File: src/rtl/stn_pkg.sv
// Shared constants, codes and the stage-one record for the five-point stencil.
// Used by every design module of the block; no dependencies of its own.
package stn_pkg;

  // Default geometry limits
  localparam int DEF_MAX_LINE    = 1024;
  localparam int DEF_MAX_LINES   = 4096;
  localparam int RST_LINE_LENGTH = 1024;
  localparam int RST_LINE_COUNT  = 1024;
  localparam int SIZE_MIN        = 2;

  // Configuration port
  localparam int CFG_IDX_W  = 2;
  localparam int CFG_DATA_W = 13;
  localparam int LL_FIELD_W = 11;
  localparam int LC_FIELD_W = 13;
  localparam logic [CFG_IDX_W-1:0] CFG_LINE_LENGTH = 2'd0;
  localparam logic [CFG_IDX_W-1:0] CFG_LINE_COUNT  = 2'd1;

  // Input kind carried on tuser
  localparam logic ACT_DRAIN = 1'b1;

  // Arithmetic: Q8.8 pixels, Q0.16 weights
  localparam int PIX_W  = 16;
  localparam int SUM_W  = 18;
  localparam int PROD_W = 32;
  localparam int ACC_W  = 33;
  localparam int FRAC_W = 16;
  localparam logic [PIX_W-1:0] W_CENTRE   = 16'd39322;
  localparam logic [PIX_W-1:0] W_SIDE     = 16'd6554;
  localparam int               ROUND_HALF = 32768;

  // Everything the arithmetic needs about one result, besides the two memory reads
  typedef struct packed {
    logic [PIX_W-1:0] centre;
    logic [PIX_W-1:0] left;
    logic [PIX_W-1:0] down;
    logic             up_m;
    logic             left_m;
    logic             right_m;
    logic             down_m;
    logic             last;
  } s1_t;

endpackage

File: src/rtl/stn_ctrl.sv
// Stencil controller: geometry registers, stream counters, memory addressing,
// centre/left/down forwarding registers and the stage-one register.
// Depends on stn_pkg.
module stn_ctrl #(
  parameter int MAX_LINE  = stn_pkg::DEF_MAX_LINE,
  parameter int MAX_LINES = stn_pkg::DEF_MAX_LINES,
  parameter int AW        = 12
) (
  input  logic                           clk_i,
  input  logic                           rst_ni,
  input  logic                           in_valid_i,
  input  logic                           in_kind_i,
  input  logic [stn_pkg::PIX_W-1:0]      in_pixel_i,
  output logic                           in_ready_o,
  input  logic                           cfg_valid_i,
  input  logic [stn_pkg::CFG_IDX_W-1:0]  cfg_index_i,
  input  logic [stn_pkg::CFG_DATA_W-1:0] cfg_data_i,
  output logic                           cfg_ready_o,
  input  logic [stn_pkg::PIX_W-1:0]      rd_right_i,
  output logic                           mem_we_o,
  output logic [AW-1:0]                  mem_wa_o,
  output logic [stn_pkg::PIX_W-1:0]      mem_wd_o,
  output logic                           mem_re_o,
  output logic [AW-1:0]                  mem_ra_up_o,
  output logic [AW-1:0]                  mem_ra_right_o,
  output logic                           s1_valid_o,
  output stn_pkg::s1_t                   s1_o,
  input  logic                           s2_ready_i
);

  localparam int LLW = $clog2(MAX_LINE + 1);
  localparam int LCW = $clog2(MAX_LINES + 1);
  localparam int CW  = $clog2(MAX_LINE);
  localparam int LNW = $clog2(MAX_LINES);
  localparam int PW  = $clog2(MAX_LINE + 2);
  localparam int LLF = stn_pkg::LL_FIELD_W;
  localparam int LCF = stn_pkg::LC_FIELD_W;
  localparam int LL_RST = (stn_pkg::RST_LINE_LENGTH > MAX_LINE) ? MAX_LINE
                                                                : stn_pkg::RST_LINE_LENGTH;
  localparam int LC_RST = (stn_pkg::RST_LINE_COUNT > MAX_LINES) ? MAX_LINES
                                                                : stn_pkg::RST_LINE_COUNT;

  logic [LLW-1:0] ll_q, ll_d;
  logic [LCW-1:0] lc_q, lc_d;
  logic [PW-1:0]  pend_q, pend_d;
  logic [CW-1:0]  col_q, col_d;
  logic [LNW-1:0] line_q, line_d;
  logic [AW-1:0]  wr_q, wr_d;
  logic [AW-1:0]  cp_q, cp_d;
  logic           cen_mem_q, cen_mem_d;
  logic           s1_valid_q, s1_valid_d;

  logic [stn_pkg::PIX_W-1:0] cen_q, cen_d;
  logic [stn_pkg::PIX_W-1:0] last_px_q, last_px_d;
  stn_pkg::s1_t              s1_q, s1_d;

  logic [LLF-1:0] ll_field;
  logic [LCF-1:0] lc_field;
  logic [LLW-1:0] ll_clamped;
  logic [LCW-1:0] lc_clamped;

  logic is_drain, s1_ready, in_acc, cfg_acc, emit;
  logic pend_full, pend_zero, right_av, down_av, col_end, line_end;

  assign ll_field = cfg_data_i[LLF-1:0];
  assign lc_field = cfg_data_i[LCF-1:0];

  always_comb begin
    if (ll_field < LLF'(stn_pkg::SIZE_MIN)) begin
      ll_clamped = LLW'(stn_pkg::SIZE_MIN);
    end else if (32'(ll_field) > MAX_LINE) begin
      ll_clamped = LLW'(MAX_LINE);
    end else begin
      ll_clamped = LLW'(ll_field);
    end
    if (lc_field < LCF'(stn_pkg::SIZE_MIN)) begin
      lc_clamped = LCW'(stn_pkg::SIZE_MIN);
    end else if (32'(lc_field) > MAX_LINES) begin
      lc_clamped = LCW'(MAX_LINES);
    end else begin
      lc_clamped = LCW'(lc_field);
    end
  end

  assign cfg_ready_o = 1'b1;
  assign cfg_acc     = cfg_valid_i;
  assign is_drain    = (in_kind_i == stn_pkg::ACT_DRAIN);
  assign s1_ready    = !s1_valid_q || s2_ready_i;
  assign in_ready_o  = s1_ready;
  assign in_acc      = in_valid_i && s1_ready;

  // A full window is line_length+1 pending pixels before this one arrives
  assign pend_full = pend_q >= (PW'(ll_q) + PW'(1));
  assign pend_zero = (pend_q == '0);
  assign emit      = in_acc && (is_drain ? !pend_zero : pend_full);
  // On a drain the right and lower neighbours may not have arrived yet
  assign right_av  = !is_drain || (pend_q >= PW'(2));
  assign down_av   = !is_drain || pend_full;
  assign col_end   = (LLW'(col_q) + LLW'(1)) >= ll_q;
  assign line_end  = (LCW'(line_q) + LCW'(1)) >= lc_q;

  always_comb begin
    ll_d       = ll_q;
    lc_d       = lc_q;
    pend_d     = pend_q;
    col_d      = col_q;
    line_d     = line_q;
    wr_d       = wr_q;
    cp_d       = cp_q;
    cen_mem_d  = cen_mem_q;
    cen_d      = cen_q;
    last_px_d  = last_px_q;
    s1_d       = s1_q;
    s1_valid_d = s1_valid_q;

    if (in_acc) begin
      s1_valid_d = emit;
    end else if (s2_ready_i) begin
      s1_valid_d = 1'b0;
    end

    if (cfg_acc) begin
      unique case (cfg_index_i)
        stn_pkg::CFG_LINE_LENGTH: ll_d = ll_clamped;
        stn_pkg::CFG_LINE_COUNT:  lc_d = lc_clamped;
        default: ;
      endcase
      // Start a new grid; the history stays, edge masking hides it
      pend_d    = '0;
      col_d     = '0;
      line_d    = '0;
      cp_d      = wr_q;
      cen_mem_d = 1'b0;
    end else if (in_acc) begin
      if (!is_drain) begin
        wr_d      = wr_q + AW'(1);
        last_px_d = in_pixel_i;
        if (pend_zero) begin
          // This pixel is the next centre
          cen_d     = in_pixel_i;
          cen_mem_d = 1'b0;
        end
      end
      if (emit) begin
        s1_d.centre  = cen_mem_q ? rd_right_i : cen_q;
        s1_d.left    = s1_q.centre;
        s1_d.down    = last_px_q;
        s1_d.up_m    = (line_q != '0);
        s1_d.left_m  = (col_q != '0);
        s1_d.right_m = !col_end && right_av;
        s1_d.down_m  = !line_end && down_av;
        s1_d.last    = col_end && line_end;
        cp_d         = cp_q + AW'(1);
        // The right read of this result is the centre of the next one
        cen_mem_d    = right_av;
        if (col_end) begin
          col_d  = '0;
          line_d = line_end ? '0 : line_q + LNW'(1);
        end else begin
          col_d  = col_q + CW'(1);
        end
      end
      if (!is_drain && !emit) begin
        pend_d = pend_q + PW'(1);
      end else if (is_drain && emit) begin
        pend_d = pend_q - PW'(1);
      end
    end
  end

  always_ff @(posedge clk_i or negedge rst_ni) begin
    if (!rst_ni) begin
      ll_q       <= LLW'(LL_RST);
      lc_q       <= LCW'(LC_RST);
      pend_q     <= '0;
      col_q      <= '0;
      line_q     <= '0;
      wr_q       <= '0;
      cp_q       <= '0;
      cen_mem_q  <= 1'b0;
      s1_valid_q <= 1'b0;
    end else begin
      ll_q       <= ll_d;
      lc_q       <= lc_d;
      pend_q     <= pend_d;
      col_q      <= col_d;
      line_q     <= line_d;
      wr_q       <= wr_d;
      cp_q       <= cp_d;
      cen_mem_q  <= cen_mem_d;
      s1_valid_q <= s1_valid_d;
    end
  end

  always_ff @(posedge clk_i) begin
    cen_q     <= cen_d;
    last_px_q <= last_px_d;
    s1_q      <= s1_d;
  end

  assign mem_we_o       = in_acc && !is_drain && !cfg_acc;
  assign mem_wa_o       = wr_q;
  assign mem_wd_o       = in_pixel_i;
  assign mem_re_o       = emit && !cfg_acc;
  assign mem_ra_up_o    = cp_q - AW'(ll_q);
  assign mem_ra_right_o = cp_q + AW'(1);
  assign s1_valid_o     = s1_valid_q;
  assign s1_o           = s1_q;

endmodule

File: config.mk
export PLATFORM = sky130hd
export DESIGN_NAME = stn_ctrl
export DESIGN_NICKNAME = d
export VERILOG_FILES = /design/src/rtl/stn_pkg.sv /design/src/rtl/stn_ctrl.sv
export SDC_FILE = /design/constraint.sdc
export NUM_CORES = 1
export LEC_CHECK = 0
export ABC_CLOCK_PERIOD_IN_PS = 4500
export BUFFER_PORTS_ARGS = -buffer_cell sky130_fd_sc_hd__buf_4
export CAP_MARGIN = 15
export CELL_PAD_IN_SITES_DETAIL_PLACEMENT = 0
export CELL_PAD_IN_SITES_GLOBAL_PLACEMENT = 1
export CORE_ASPECT_RATIO = 1.4
export CORE_MARGIN = 2
export CORE_UTILIZATION = 40
export DETAILED_ROUTE_END_ITERATION = 6
export PLACE_DENSITY_LB_ADDON = 0.1
export SETUP_SLACK_MARGIN = 0.4
export SYNTH_ARGS = -nofsm -noshare
export SYNTH_HDL_FRONTEND = slang
export SYNTH_SLANG_ARGS = --single-unit
File: constraint.sdc
create_clock -name clk_i -period 4.5 [get_ports clk_i]
set_input_delay 0.45 -clock clk_i [delete_from_list [all_inputs] [get_ports clk_i]]
set_output_delay 0.45 -clock clk_i [all_outputs]
set_load 0.02 [all_outputs]
**Word-level counts from Yosys, hierarchy flattened**

Cells that the tools add are included.

- Logic and storage cells: 109
- Output and inout bits: 110
- Register bits: 168
- Input port bits: 53

- Add/sub/neg operators: 10
- Equality and inequality tests: 2
- Bitwise gates (word level): 2
- Reductions and logical operators: 39
- $lt $le $gt $ge: 8
- Muxes and demuxes: 29

Operator list:

| cell | number |
|---|---|
| 12-bit two-way mux | 8 |
| 11-bit two-way mux | 6 |
| 10-bit two-way mux | 4 |
| 12-bit by 1-bit adder with 12-bit output, second input constant | 3 |
| 13-bit two-way mux | 2 |
| 11-bit by 1-bit adder with 11-bit output, second input constant | 2 |
| 11-bit greater-or-equal comparator | 2 |
| 16-bit two-way mux | 1 |
| 12-bit by 1-bit adder with 13-bit output, second input constant | 1 |
| 13-bit greater-or-equal comparator | 1 |
| 13-bit greater-than comparator, second input constant | 1 |
| 13-bit by 2-bit less-than comparator with 1-bit output, second input constant | 1 |
| 3-bit AND reduction | 4 |
| 12-bit nonzero test | 1 |
| 12-bit by 11-bit subtractor with 12-bit output | 1 |
| 10-bit by 1-bit adder with 11-bit output, second input constant | 1 |
| 11-bit by 2-bit greater-or-equal comparator with 1-bit output, second input constant | 1 |
| 11-bit greater-than comparator, second input constant | 1 |
| 11-bit logical NOT | 1 |
| 11-bit by 2-bit less-than comparator with 1-bit output, second input constant | 1 |
| 11-bit by 1-bit subtractor with 11-bit output, second input constant | 1 |
| 10-bit by 1-bit adder with 10-bit output, second input constant | 1 |
| 1-bit logical AND | 10 |
| 10-bit nonzero test | 1 |
| other kinds (11) | 34 |

**Longest topological paths before layout**

- Depth after elaboration: 9
- Depth in mapped cells: 18
- Mapped depth without buffers: 18

**Worst setup path before layout**

No wires, ideal clock.

- Path kind: reg-to-reg
- From: register ll_q[2]
- To: register s1_q (netlist bit s1_o[0]), enable pin
- Required time: 4.035 ns
- Arrival: 4.528 ns
- Library setup time: 0.465 ns
- Buffers on the path: 1
- Cell stages (with the launch flop): 13
- Clock period less this slack: 4.992 ns
- Setup slack: -0.492 ns
- Cell sequence: dfrtp_1 > inv_1 > nor3_1 > and4_1 > nand2_1 > xnor2_1 > ha_1 > and3_1 > nand3_1 > o21ai_2 > o311ai_4 > buf_6 > nor2_1

- Longest elaborated chain between the ends: 5

Ends and longest elaborated chain:

| element | RTL line | text |
|---|---|---|
| start, declared | stn_ctrl.sv:43 | `logic [LLW-1:0] ll_q, ll_d;` |
| start signal, assigned | stn_ctrl.sv:173 | `ll_q <= LLW'(LL_RST);` |
| start signal, assigned | stn_ctrl.sv:183 | `ll_q <= ll_d;` |
| 11-bit by 1-bit adder with 11-bit output | stn_ctrl.sv:93 | `assign pend_full = pend_q >= (PW'(ll_q) + PW'(1));` |
| 11-bit greater-or-equal comparator | stn_ctrl.sv:93 |  |
| 1-bit two-way mux | stn_ctrl.sv:95 | `assign emit = in_acc && (is_drain ? !pend_zero : pend_full);` |
| 1-bit logical AND | stn_ctrl.sv:95 |  |
| 3-bit AND reduction (no source line) | n/a |  |
| end signal, assigned | stn_ctrl.sv:198 | `s1_q <= s1_d;` |
| end, declared | stn_ctrl.sv:55 | `stn_pkg::s1_t s1_q, s1_d;` |

No other way between the ends.
A chain may end at the register's enable or synchronous reset.

**Worst setup path in the final report**

- From: register ll_q[2]
- To: register pend_q[10]

- Longest elaborated chain between the ends: 9
- Elaborated cells on any way between the ends: 12
- Those cells by class: add/sub: 1; order compare: 1; mux: 4; reduce/logical: 6

Ends and longest elaborated chain:

| element | RTL line | text |
|---|---|---|
| 11-bit by 1-bit adder with 11-bit output * | stn_ctrl.sv:93 |  |
| 11-bit greater-or-equal comparator * | stn_ctrl.sv:93 |  |
| 1-bit two-way mux * | stn_ctrl.sv:95 |  |
| 1-bit logical AND * | stn_ctrl.sv:95 |  |
| 1-bit logical NOT | stn_ctrl.sv:163 | `if (!is_drain && !emit) begin` |
| 1-bit logical AND | stn_ctrl.sv:163 |  |
| 11-bit two-way mux | stn_ctrl.sv:163 |  |
| 11-bit two-way mux | stn_ctrl.sv:134 | `end else if (in_acc) begin` |
| 11-bit two-way mux | stn_ctrl.sv:122 | `if (cfg_acc) begin` |
| end signal, assigned | stn_ctrl.sv:185 | `pend_q <= pend_d;` |
| end, declared | stn_ctrl.sv:45 | `logic [PW-1:0] pend_q, pend_d;` |

Mark *: on every way between the ends. The rest lies on a longest branch, timed or not. The select of a mux whose other input is x is not followed.

==> impl_metrics.csv <==
group,metric,value,unit
setup_path,cp_common_cell,"a21o_1",
timing,slew_violations,0,
synth,synth_seq_cells,168,
floorplan,initial_utilization,41.0,%
timing,fin_crit_sh,90.6,%
clock_network,cts.sinks,168,
placed_design,place.gp.congestion,0.780,
placed_design,port_buffers,161,
drt,drt_iter0_drc,206,
finish,antenna_cells,0,
timing,finalClockSkew,12.7,ps
finish,finalNetCount,1099,
timing,slew_headroom,43.5,%
synth,synthDistinctLibCells,65,
power_and_ir_drop,switching_power,0.00208,W
clock_network,cts_buffer_depth,2,
timing,finalSetupTns,0,ps
setup_path,critPathMaxStageDelay,360,ps
drt,wl,21800,µm
grt,grt_max_degree,61,
power_and_ir_drop,p_seq_share,36.0,%
grt,grt_usage,19.2,%
clock_network,clk_latency,450,ps
setup_path,crit_slowest_cell,"dfrtp_1",
synth,seq_area_frac_synth,51.5,%
setup_path,crit_required,4860,ps
synth,netlist_instances,808,
min_path,worstHoldPathType,"in2async",
synth,synth_area_leader_cell,"edfxtp_1",
power_and_ir_drop,p_sw_share,36.2,%
clock_network,cts_buffers,17,
timing,max_freq,0.245,GHz
clock_network,cts-root-buf,"clkbuf_16",
timing,setup-violations-final,0,
drt,vias_per_cell,5.02,
power_and_ir_drop,power_density,513,nW/µm²
setup_path,worstPathArrival,4440,ps
synth,synth_top_area_share,28.4,%
floorplan,pin_count,163,
grt,antenna_found_initial,0,
floorplan,die_h,182,µm
finish,utilization,51.1,%
grt,grt_pass1_vias,6444,
clock_network,cts_tree,"done",
clock_network,hold_buffers,0,
power_and_ir_drop,combPwrFrac,38.5,%
power_and_ir_drop,power.share.clock,25.5,%
synth,synth_nets,926,
placed_design,dp_hpwl,15800,µm
timing,tightest_slew,848,ps
grt,overflow,0,
outcome,outcome,"complete, no violations",
floorplan,rows,64,
synth,async_flop_share,49.4,%
finish,multi_input_area,4060,µm²
clock_network,clk_transition_reported_paths,70,ps
synth,postSynthAreaPerCell,11.1,µm²
finish,mostFrequentLayoutCell,"buf_4",
setup_path,endpoint_kind,"flop",
power_and_ir_drop,p_int,0.00367,W
power_and_ir_drop,ir_worst_vdd,0.326,mV
power_and_ir_drop,p_leak,4.93,nW
drt,wl_per_cell,16.9,µm
finish,fillers,2087,
timing,period_needed,4080,ps
setup_path,startpoint_type,"flop",
setup_path,crit_chain,"inv_2, nor3_4, and4_1, nand4_1, xnor2_1, ha_1, a21o_1, a21o_1, a21o_1, a31o_4, fa_2, a211oi_2, o21bai_1, o311a_1, o22a_1, xnor2_1, or3_1, a21oi_2",
synth,synth_edf_count,85,
drt,first_pass_iters,5,
clock_network,htree_levels,4,
synth,netlist_area,9000,µm²
synth,synth_warnings,0,
run,maxCapViolations,0,
synth,ys.flop_type,"edfxtp_1",
grt,grt_pass1_wl,34800,µm
finish,areaGrowthSynthToFinish,24.6,%
finish,seq_area,4630,µm²
drt,drcViolationCount,0,
timing,rsz0062_at_grt,"true",
floorplan,core,21900,µm²
drt,num_vias,6480,
floorplan,die_w,131,µm
synth,ys_top_cells_by_area,"edfxtp_1 (28%), dfrtp_1 (23%), ha_1 (8.8%)",
floorplan,dieArea,23700,µm²
setup_path,crit_fanout,6,
finish,final_cell_mix,"buf_4 (188), edfxtp_1 (85), nand2_1 (80), dfrtp_1 (80), ha_1 (62)",
setup_path,worstSetupPathType,"reg2reg",
finish,drive_gt1_share,27.2,%
timing,finalHoldViolCount,0,
drt,final_antenna_net_count,0,
logic make-up after synthesis:
| group | synth area share [%] |
|---|---|
| other | 0.0417 |
| AOI/OAI and AO/OA | 11.7 |
| and+or+nand+nor | 12.6 |
| buffers and inverters | 4.27 |
| xor gates and xnor gates | 7.10 |
| adders and majority gates | 9.20 |
| DFF | 51.5 |
| muxes | 3.60 |
synthesized netlist by cell type, drive strengths merged (4+ instances only):
| cell type | instances |
|---|---|
| or2 | 5 |
| nor2 | 51 |
| a21oi | 32 |
| nand4 | 6 |
| and2 | 5 |
| nor4 | 9 |
| ha | 63 |
| nand2 | 80 |
| nor2b | 5 |
| nor3 | 12 |
| o21ai | 53 |
| xnor2 | 50 |
| and3 | 12 |
| nand3 | 30 |
| a21o | 10 |
| o21a | 7 |
| edfxtp | 85 |
| inv | 43 |
| mux2 | 19 |
| o211ai | 6 |
| a22oi | 4 |
| xor2 | 23 |
| buf | 24 |
| dfrtp | 81 |
| nand2b | 8 |
| clkbuf | 11 |
| a22o | 16 |
| nand3b | 6 |
| mux2i | 11 |
area by class of cell:
type                       count  share of cell area, %
inverter                      43                   1.44
multi-input combinational    562                   36.1
clock buffer                  18                   3.83
tap                          297                   3.31
clock inverter                13                   1.29
sequential                   168                   41.3
timing repair buffer         189                   12.7
routing by layer:
metal | up-vias | track usage [%] | routed length, µm
met5 | - | 0 | 0
met4 | 0 | 7.19 | 499
met3 | 33 | 3.51 | 932
met2 | 151 | 32.5 | 10800
met1 | 3070 | 24.1 | 9590
li1 | 3226 | - | -
through the flow:
stage / power, W / hold WS (ps) / instances / setup WS (ps) / instance area (µm²)
6_report: 0.00575 / 98.5 / 1290 / 421 / 11200
5_1_grt: 0.00612 / 171 / 1290 / 232 / 11200
4_1_cts: 0.00579 / 124 / 1285 / 367 / 11100
3_5_place_dp: 0.00423 / 405 / 1242 / 130 / 10500
3_3_place_gp: 0.00423 / 401 / 1242 / 193 / 10500
2_1_floorplan: 0.00350 / 154 / 808 / 439 / 9020
power groups by stage:
stage / logic, W / registers [W] / clock network [W]
2_1_floorplan: 0.00137 / 0.00213 / 0
3_3_place_gp: 0.00213 / 0.00210 / 0
3_5_place_dp: 0.00213 / 0.00210 / 0
4_1_cts: 0.00220 / 0.00207 / 0.00151
5_1_grt: 0.00245 / 0.00210 / 0.00157
6_report: 0.00221 / 0.00207 / 0.00147
path summary, 6_finish.rpt:
| check | startpoint | slack (ps) | end | cells after the start |
|---|---|---|---|---|
| max | ll_q[2] | 420 | pend_q[10] | 18 |
| min | rst_ni | 100 | mem_wa_o[9] | 1 |
| max reg2reg | ll_q[2] | 420 | pend_q[10] | 18 |
| min reg2reg | last_px_q[2] | 420 | s1_o[7] | 0 |
| max in group asynchronous | rst_ni | 3520 | pend_q[5] | 2 |
| min in group clk_i | in_pixel_i[5] | 200 | last_px_q[5] | 1 |
timing repair:
item / CTS / global route
pin swaps: 13 / 15
endpoints found under the setup margin: 2 / 3
buffers inserted: 12 / 5
gates resized for setup: 6 / 6
critical path: cells and delay by family, from the launching register on:
kind / cells / cell delay [ps]
simple gates: 4 / 920
compound gates: 9 / 1720
flops: 1 / 360
xor+xnor: 2 / 280
buf+inv: 1 / 60
fa+ha+maj: 2 / 660
sequential cells by signal, indices dropped and copies added, names as in the netlist:
| signal | count |
|---|---|
| s1_valid_o | 1 |
| last_px_q | 16 |
| cen_q | 16 |
| pend_q | 11 |
| lc_q | 13 |
| col_q | 10 |
| cp_q | 12 |
| ll_q | 11 |
| cen_mem_q | 1 |
| s1_o | 53 |
| line_q | 12 |
| mem_wa_o | 12 |
Note: power is estimated with default switching activity, not from simulation.
